[src/dve_pkg.sv]
// ----------------------------------------------------------------------------
// dve_pkg: shared types and constants for the delta varint encoder
// Holds the channel payload structs, the sequencer states and the codes
// of the shared arithmetic unit.
// ----------------------------------------------------------------------------
package dve_pkg;

  localparam int unsigned VALUE_W    = 32;
  localparam int unsigned GROUP_BITS = 7;
  localparam int unsigned MAX_BYTES  = 5;
  localparam int unsigned CNT_W      = $clog2(MAX_BYTES);

  localparam logic [CNT_W-1:0] LAST_SLOT = CNT_W'(MAX_BYTES - 1);

  typedef struct packed {
    logic [VALUE_W-1:0] value;
    logic               restart;
  } in_item_t;

  typedef struct packed {
    logic [7:0] code_byte;
    logic       last_byte;
  } out_item_t;

  typedef enum logic [1:0] {
    ST_IDLE,
    ST_DIFF,
    ST_GROUP,
    ST_EMIT
  } dve_state_t;

  typedef enum logic {
    ALU_SUB,
    ALU_SHIFT_DEC
  } alu_op_t;

  typedef struct packed {
    alu_op_t            op;
    logic [VALUE_W-1:0] a;
    logic [VALUE_W-1:0] b;
  } alu_req_t;

endpackage

[src/dve_alu.sv]
// ----------------------------------------------------------------------------
// dve_alu: shared subtract unit
// One 32-bit subtractor that serves both the delta difference and the
// shift-and-decrement step between 7-bit groups.
// ----------------------------------------------------------------------------
module dve_alu (
  input  dve_pkg::alu_req_t              req,
  output logic [dve_pkg::VALUE_W-1:0]    result
);
  import dve_pkg::*;

  logic [VALUE_W-1:0] op_a;
  logic [VALUE_W-1:0] op_b;

  always_comb begin
    unique case (req.op)
      ALU_SUB: begin
        op_a = req.a;
        op_b = req.b;
      end
      ALU_SHIFT_DEC: begin
        op_a = req.a >> GROUP_BITS;
        op_b = VALUE_W'(1);
      end
      default: begin
        op_a = req.a;
        op_b = req.b;
      end
    endcase
  end

  assign result = op_a - op_b;

endmodule

[src/dve_ctrl.sv]
// ----------------------------------------------------------------------------
// dve_ctrl: encoder sequencer and datapath registers
// Takes one value, forms the coded word, peels off 7-bit groups one per
// cycle through the shared subtractor, then sends the bytes high group first.
// ----------------------------------------------------------------------------
module dve_ctrl (
  input  logic                  clk,
  input  logic                  rst_n,
  input  logic                  delta_mode,
  input  logic                  in_valid,
  output logic                  in_ready,
  input  dve_pkg::in_item_t     in_data,
  output logic                  out_valid,
  input  logic                  out_ready,
  output dve_pkg::out_item_t    out_data
);
  import dve_pkg::*;

  dve_state_t                state_r, state_nxt;
  logic [VALUE_W-1:0]        val_r, val_nxt;
  logic [VALUE_W-1:0]        orig_r, orig_nxt;
  logic [VALUE_W-1:0]        prev_r, prev_nxt;
  logic                      restart_r, restart_nxt;
  logic [CNT_W-1:0]          cnt_r, cnt_nxt;
  logic [GROUP_BITS-1:0]     bytes_r [MAX_BYTES];
  logic                      byte_we;

  alu_req_t                  alu_req;
  logic [VALUE_W-1:0]        alu_result;
  logic [VALUE_W-1:0]        upper_bits;

  dve_alu u_alu (
    .req    (alu_req),
    .result (alu_result)
  );

  assign upper_bits = val_r >> GROUP_BITS;

  always_ff @(posedge clk) begin
    if (!rst_n) begin
      state_r <= ST_IDLE;
      prev_r  <= '0;
    end else begin
      state_r <= state_nxt;
      prev_r  <= prev_nxt;
    end
  end

  always_ff @(posedge clk) begin
    val_r     <= val_nxt;
    orig_r    <= orig_nxt;
    restart_r <= restart_nxt;
    cnt_r     <= cnt_nxt;
    if (byte_we) begin
      bytes_r[cnt_r] <= val_r[GROUP_BITS-1:0];
    end
  end

  always_comb begin
    state_nxt   = state_r;
    val_nxt     = val_r;
    orig_nxt    = orig_r;
    prev_nxt    = prev_r;
    restart_nxt = restart_r;
    cnt_nxt     = cnt_r;
    byte_we     = 1'b0;
    in_ready    = 1'b0;
    out_valid   = 1'b0;
    alu_req.op  = ALU_SUB;
    alu_req.a   = val_r;
    alu_req.b   = (delta_mode && !restart_r) ? prev_r : '0;

    unique case (state_r)
      ST_IDLE: begin
        in_ready = 1'b1;
        if (in_valid) begin
          val_nxt     = in_data.value;
          orig_nxt    = in_data.value;
          restart_nxt = in_data.restart;
          state_nxt   = ST_DIFF;
        end
      end
      ST_DIFF: begin
        // A restart clears the stored value even outside delta mode.
        val_nxt = alu_result;
        if (delta_mode) begin
          prev_nxt = orig_r;
        end else if (restart_r) begin
          prev_nxt = '0;
        end
        cnt_nxt   = '0;
        state_nxt = ST_GROUP;
      end
      ST_GROUP: begin
        alu_req.op = ALU_SHIFT_DEC;
        byte_we    = 1'b1;
        if (upper_bits == '0 || cnt_r == LAST_SLOT) begin
          state_nxt = ST_EMIT;
        end else begin
          val_nxt = alu_result;
          cnt_nxt = cnt_r + CNT_W'(1);
        end
      end
      ST_EMIT: begin
        out_valid = 1'b1;
        if (out_ready) begin
          if (cnt_r == '0) begin
            state_nxt = ST_IDLE;
          end else begin
            cnt_nxt = cnt_r - CNT_W'(1);
          end
        end
      end
      default: begin
        state_nxt = ST_IDLE;
      end
    endcase
  end

  // Group zero is the final byte; every higher group carries the more flag.
  assign out_data.code_byte = {cnt_r != '0, bytes_r[cnt_r]};
  assign out_data.last_byte = (cnt_r == '0);

endmodule

[src/delta_varint_encoder_top.sv]
// ----------------------------------------------------------------------------
// delta_varint_encoder_top: bijective base-128 varint encoder, delta option
// Top level: holds the mode register and the encoder sequencer.
// ----------------------------------------------------------------------------
// Usage:
//   The input channel (in_valid, in_ready, in_data) takes one 32-bit value
//   and a restart flag per transfer. For each value the output channel
//   (out_valid, out_ready, out_data) delivers one to five transfers, each a
//   varint byte, most significant group first, with last_byte set on the
//   final one. The cfg channel writes the delta_mode bit; it is always ready
//   and should only be written while the encoder is idle.
//   Steps: an item of n bytes is accepted, its difference formed, and its n
//   7-bit groups peeled off one per cycle by the single shared subtractor;
//   the bytes are then drained from the byte store one per cycle while
//   out_ready is high.
//   in_ready is high only while the sequencer is idle.
//   When the receiver holds out_ready low the current byte simply stays
//   on the port; nothing is lost or repeated.
//   Reset clears delta_mode, the stored previous value and the sequencer.
// ----------------------------------------------------------------------------
module delta_varint_encoder_top (
  input  logic                  clk,
  input  logic                  rst_n,
  input  logic                  cfg_valid,
  output logic                  cfg_ready,
  input  logic                  cfg_data,
  input  logic                  in_valid,
  output logic                  in_ready,
  input  dve_pkg::in_item_t     in_data,
  output logic                  out_valid,
  input  logic                  out_ready,
  output dve_pkg::out_item_t    out_data
);
  import dve_pkg::*;

  logic delta_mode_r;

  // The mode register accepts a transfer in every cycle.
  assign cfg_ready = 1'b1;

  always_ff @(posedge clk) begin
    if (!rst_n) begin
      delta_mode_r <= 1'b0;
    end else if (cfg_valid) begin
      delta_mode_r <= cfg_data;
    end
  end

  // The sequencer owns the previous value, the group loop and the byte store.
  dve_ctrl u_ctrl (
    .clk        (clk),
    .rst_n      (rst_n),
    .delta_mode (delta_mode_r),
    .in_valid   (in_valid),
    .in_ready   (in_ready),
    .in_data    (in_data),
    .out_valid  (out_valid),
    .out_ready  (out_ready),
    .out_data   (out_data)
  );

endmodule

[config.mk]
export PLATFORM = sky130hd
export DESIGN_NAME = delta_varint_encoder_top
export DESIGN_NICKNAME = d
export VERILOG_FILES = /design/src/dve_pkg.sv /design/src/dve_alu.sv /design/src/dve_ctrl.sv /design/src/delta_varint_encoder_top.sv
export SDC_FILE = /design/constraint.sdc
export NUM_CORES = 1
export LEC_CHECK = 0
export BUFFER_PORTS_ARGS = -buffer_cell sky130_fd_sc_hd__buf_2
export CAP_MARGIN = 20
export CORE_MARGIN = 2
export CORE_UTILIZATION = 50
export CTS_CLUSTER_SIZE = 40
export DETAILED_ROUTE_END_ITERATION = 10
export GPL_ROUTABILITY_DRIVEN = 1
export PLACE_DENSITY_LB_ADDON = 0.2
export SLEW_MARGIN = 20
export SYNTH_ARGS = -nofsm -noshare
export SYNTH_HDL_FRONTEND = slang
export SYNTH_SLANG_ARGS = --single-unit
[constraint.sdc]
create_clock -name clk -period 11.6 [get_ports clk]
set_input_delay 1.74 -clock clk [delete_from_list [all_inputs] [get_ports clk]]
set_output_delay 1.74 -clock clk [all_outputs]
set_load 0.05 [all_outputs]
==> results_tabular.tex <==
\begin{tabular}{lr}
\hline
Metric & Value \\
\hline
\multicolumn{2}{l}{\textbf{Outcome}} \\
Result of the run & complete, no violations \\
\multicolumn{2}{l}{\textbf{Place}} \\
Port-buffer cells & 49 \\
Gpl congestion & $\sim$0.91 \\
Sum of net half-perimeters after detailed placement & around 13000 um \\
Placed cells & 873 \\
Worst setup slack after placement & 6920 ps \\
\multicolumn{2}{l}{\textbf{Power}} \\
Switching pwr & 1.26 mW \\
Fraction of power spent switching nets & 42.0\% \\
Clock network fraction of design power & 19.1\% \\
Logic gate share of total power & between 50\% and 60\% \\
Worst VDD drop & 0.000159 V \\
Lkg Pwr & a little over 3 nW \\
Power Dens Cells & 351 mW/mm\^{}2 \\
Register share of total power & between 20 and 30\% \\
Internal cell power & 1.75 mW \\
\multicolumn{2}{l}{\textbf{Synthesis}} \\
Share of the synthesized area in the top cell type & 41.1\% \\
Top flip-flop cell by instance count after synthesis & edfxtp\_1 \\
Fraction of registers with async set or reset after synthesis & 0\% \\
Biggest area contributors in the synthesized netlist & edfxtp\_1 (41\%), dfxtp\_1 (10\%), mux2\_2 (8.4\%) \\
Library cell occupying the most area in the post-synthesis netlist & edfxtp\_1 \\
Leading post-synthesis cells by instance count & edfxtp\_1 (103), nor2\_1 (64), nand2\_1 (60), mux2\_2 (56), a21oi\_1 (42) \\
Number of enable flip-flop cells after synthesis & 103 \\
Netlist cell types & 60 \\
Post-synthesis sequential element count & 141 \\
Synthesized netlist net count & 748 \\
Most common cell in the netlist & edfxtp\_1 \\
Part of the Yosys area used for sequential elements & a little over 50\% \\
Cell Area, Synth & 0.00752 sq mm \\
Mapped Cells & 671 \\
Count of yosys warnings during synthesis & 0 \\
Post-synthesis average cell area & 11.2 sq um \\
\multicolumn{2}{l}{\textbf{Critical path}} \\
Capturing point of the worst reg2reg path & u\_ctrl.val\_r[30]\$\_DFFE\_PP\_ \\
Largest fanout of any net on the critical path & 17 \\
Arrival time worst endpoint & 4560 ps \\
Critical Path Start Type & register \\
R2R Path Start & u\_ctrl.state\_r[0]\$\_SDFFE\_PN0P\_ \\
Critical setup path kind & register to register \\
Register-to-Register Path Depth & 12 \\
Sequence of cells on the critical path & inv\_1, ha\_1, nor3b\_4, nand2\_1, fa\_1, a21o\_1, a221o\_1, o211ai\_1, a31oi\_1, a21oi\_1, o21ai\_0, a221o\_1 \\
Worst stage delay on the critical path & $\sim$670 ps \\
Element type at the critical path end & register \\
Most repeated library cell on the critical path & a221o\_1 \\
Internal reg-to-reg setup slack & approximately 7200 ps \\
Required time worst endpoint & around 12000 ps \\
Cell with the biggest individual delay on the critical path & nor3b\_4 \\
\multicolumn{2}{l}{\textbf{GRT}} \\
Congestion Overflow GR & 0 \\
Fraction of met1 tracks used by global routing & 34.0\% \\
Highest-utilization routing layer at the global route stage & met2 \\
Met3 capacity usage during global routing & 5.36\% \\
Number of global-route vias before repair & 5471 \\
Pin count of the biggest net entering global routing & 42 \\
Met2 Resource Use GR & 37.2\% \\
Initial antenna violation count & 1 \\
Total routing resource utilization after global routing & between 20\% and 30\% \\
Wire length of the first global-routing pass & 30100 um \\
\multicolumn{2}{l}{\textbf{Floorplan}} \\
Die extent in x & $\sim$130 um \\
Starting utilization of the core area & between 50\% and 60\% \\
Die ar. & 0.0160 sq mm \\
Die Y & 127 um \\
IO Count & 51 \\
Site Rows & 44 \\
Core area & 0.0146 sq mm \\
\multicolumn{2}{l}{\textbf{Drt}} \\
Routed via count & approximately 5500 \\
Count of antenna-violating nets left after detailed routing & 0 \\
Mean routed wirelength per cell & 20.8 um \\
Routed WL & 18800 um \\
Number of vias per cell & 6.03 \\
Length of the first detailed-routing pass in iterations & 5 \\
Detailed router's first-iteration violation count & 440 \\
Drc violations & 0 \\
\multicolumn{2}{l}{\textbf{STA}} \\
Achievable frequency & 228 MHz \\
Slew margin rel. & 30.8\% \\
Slew at the pin closest to its max-slew limit & 1030 ps \\
Final Max Slew Viols & 0 \\
Clock Skews & 7.80 ps \\
Portion of the clock cycle consumed by the worst path in the final layout & approximately 38\% \\
Unrepaired setup endpoints after global routing & no \\
Setup slack of the critical path after layout & between 7000 and 8000 ps \\
Number of failing setup endpoints in the final timing report & 0 \\
Final hold violation count & 0 \\
Time the final worst path needs with I/O delays and setup & 4390 ps \\
Total negative slack & 0 ps \\
\multicolumn{2}{l}{\textbf{Clock tree}} \\
Buffer count from post-CTS setup fixing & 0 \\
Total number of clock tree sinks & between 100 and 150 \\
Depth of the CTS H-tree & 4 \\
Hold\_buf cts & 0 \\
Clock tree from TritonCTS & done \\
Number of buffers inserted during clock tree synthesis & 17 \\
Clock Path Buffers & 2 \\
CTS-repair resized insts & 0 \\
Clock root buffer master & clkbuf\_16 \\
Clock-pin slew on the worst setup and hold paths & 60 ps \\
Worst-Skew Late Latency & between 400 and 500 ps \\
\multicolumn{2}{l}{\textbf{Finish}} \\
Sequential cell area & 0.00385 sq mm \\
Inserted Diodes & 0 \\
Number of inserted filler cells in the final layout & 1212 \\
Area of combinational cells with multiple inputs & 0.00348 sq mm \\
Layout overhead on the synthesized area & 13.9\% \\
Non-filler cells in the finished layout & 905 \\
Final core occ & approximately 59\% \\
Net count, final & 785 \\
Share of cells above drive strength 1 & about 22\% \\
\multicolumn{2}{l}{\textbf{Min path}} \\
Hold path start & u\_ctrl.orig\_r[26]\$\_DFFE\_PP\_ \\
Min-delay worst type & register to register \\
WHS Path Cells & 2 \\
Worst Hold End & u\_ctrl.prev\_r[26]\$\_SDFFE\_PN0P\_ \\
\multicolumn{2}{l}{\textbf{Flow run}} \\
Reported max-cap violation count & 0 \\
\hline
\end{tabular}
-- cell families (layout without fill, tap and decap cells) --
group	after synthesis	after routing	synth area share [%]
DFF	141	141	51.3
muxes	65	65	10.8
buffers and inverters	59	109	3.01
other	1	1	0.0499
and+or+nand+nor	186	186	11.3
adders and majority gates	38	38	6.52
AOI/OAI and AO/OA	154	154	13.9
xor gates and xnor gates	27	27	3.15
-- flip-flops by register name, indices dropped and copies added (netlist names), named ones only --
signal            count
delta_mode_r          1
u_ctrl.val_r         32
u_ctrl.cnt_r          3
u_ctrl.prev_r        32
u_ctrl.orig_r        32
u_ctrl.state_r        2
u_ctrl.restart_r      1
u_ctrl.bytes_r       35
-- cells in the final DEF (no fill, tap or decap), types with 4 or more instances in the layout --
| cell | count |
|---|---|
| nor3_1 | 4 |
| nor4_1 | 6 |
| a31oi_1 | 5 |
| bufinv_16 | 4 |
| a21o_1 | 14 |
| o211ai_1 | 5 |
| mux2_2 | 56 |
| buf_4 | 8 |
| nor2_1 | 64 |
| o21ai_0 | 21 |
| buf_2 | 49 |
| nor2b_1 | 11 |
| nand2b_1 | 9 |
| nand3_1 | 5 |
| nand2_1 | 60 |
| edfxtp_1 | 103 |
| nand4_1 | 14 |
| a22oi_1 | 32 |
| a21oi_1 | 42 |
| inv_6 | 4 |
| xnor2_1 | 23 |
| clkbuf_16 | 17 |
| inv_1 | 19 |
| dfxtp_1 | 38 |
| o21a_1 | 4 |
| ha_1 | 36 |
| xor2_1 | 4 |
| mux4_2 | 7 |
-- layer usage --
layer  vias to the layer above  wire length (um)  part of all wire [%]
li1                       2583                 -                     -
met1                      2675              8820                    47
met2                       161              8460                    45
met3                        39              1020                   5.4
met5                         -                 0                     0
met4                         0               480                   2.6
-- power groups by stage --
stage	clock network (mW)	logic (mW)	registers (mW)
after CTS	0.583	1.54	0.875
final	0.575	1.55	0.878
after floorplan	0	1.20	0.814
after global routing	0.604	1.71	0.892
after detailed placement	0	1.53	0.885
after global placement	0	1.51	0.877
-- metrics by stage --
stage	hold slack, ps	total power, mW	area [sq um]
4_1_cts	500	3.00	8550
5_1_grt	524	3.20	8560
3_3_place_gp	477	2.38	7920
3_5_place_dp	486	2.41	7930
6_report	496	3.01	8560
2_1_floorplan	465	2.02	7520
-- worst max-delay path, delay by kind of cell, from the launching register on --
family | cells | cell delay (ps)
simple gates | 2 | 880
flops | 1 | 360
fa+ha+maj | 2 | 760
compound gates | 7 | 2030
buf+inv | 1 | 100
-- layout make-up --
cell class / instances / area share (%)
Multi-Input combinational cell: 471 / 40.6
Tap cell: 184 / 2.69
Clock inverter: 14 / 2.22
Timing Repair Buffer: 57 / 3.57
Clock buffer: 18 / 5.01
Inverter: 20 / 0.877
Sequential cell: 141 / 45.0
-- how the worst max path moves through the flow --
| stage | start | endpoint | cells past startpoint |
|---|---|---|---|
| global placement | u_ctrl.state_r[0]$_SDFFE_PN0P_ | u_ctrl.val_r[30]$_DFFE_PP_ | 12 |
| CTS | u_ctrl.state_r[0]$_SDFFE_PN0P_ | u_ctrl.val_r[30]$_DFFE_PP_ | 12 |
| finish | u_ctrl.state_r[0]$_SDFFE_PN0P_ | u_ctrl.val_r[30]$_DFFE_PP_ | 12 |
| global route | u_ctrl.state_r[0]$_SDFFE_PN0P_ | u_ctrl.val_r[30]$_DFFE_PP_ | 12 |
| detailed placement | u_ctrl.state_r[0]$_SDFFE_PN0P_ | u_ctrl.val_r[30]$_DFFE_PP_ | 12 |
| floorplan | in_valid | u_ctrl.val_r[0]$_DFFE_PP_ | 2 |
(Power assumes the default switching activity.)
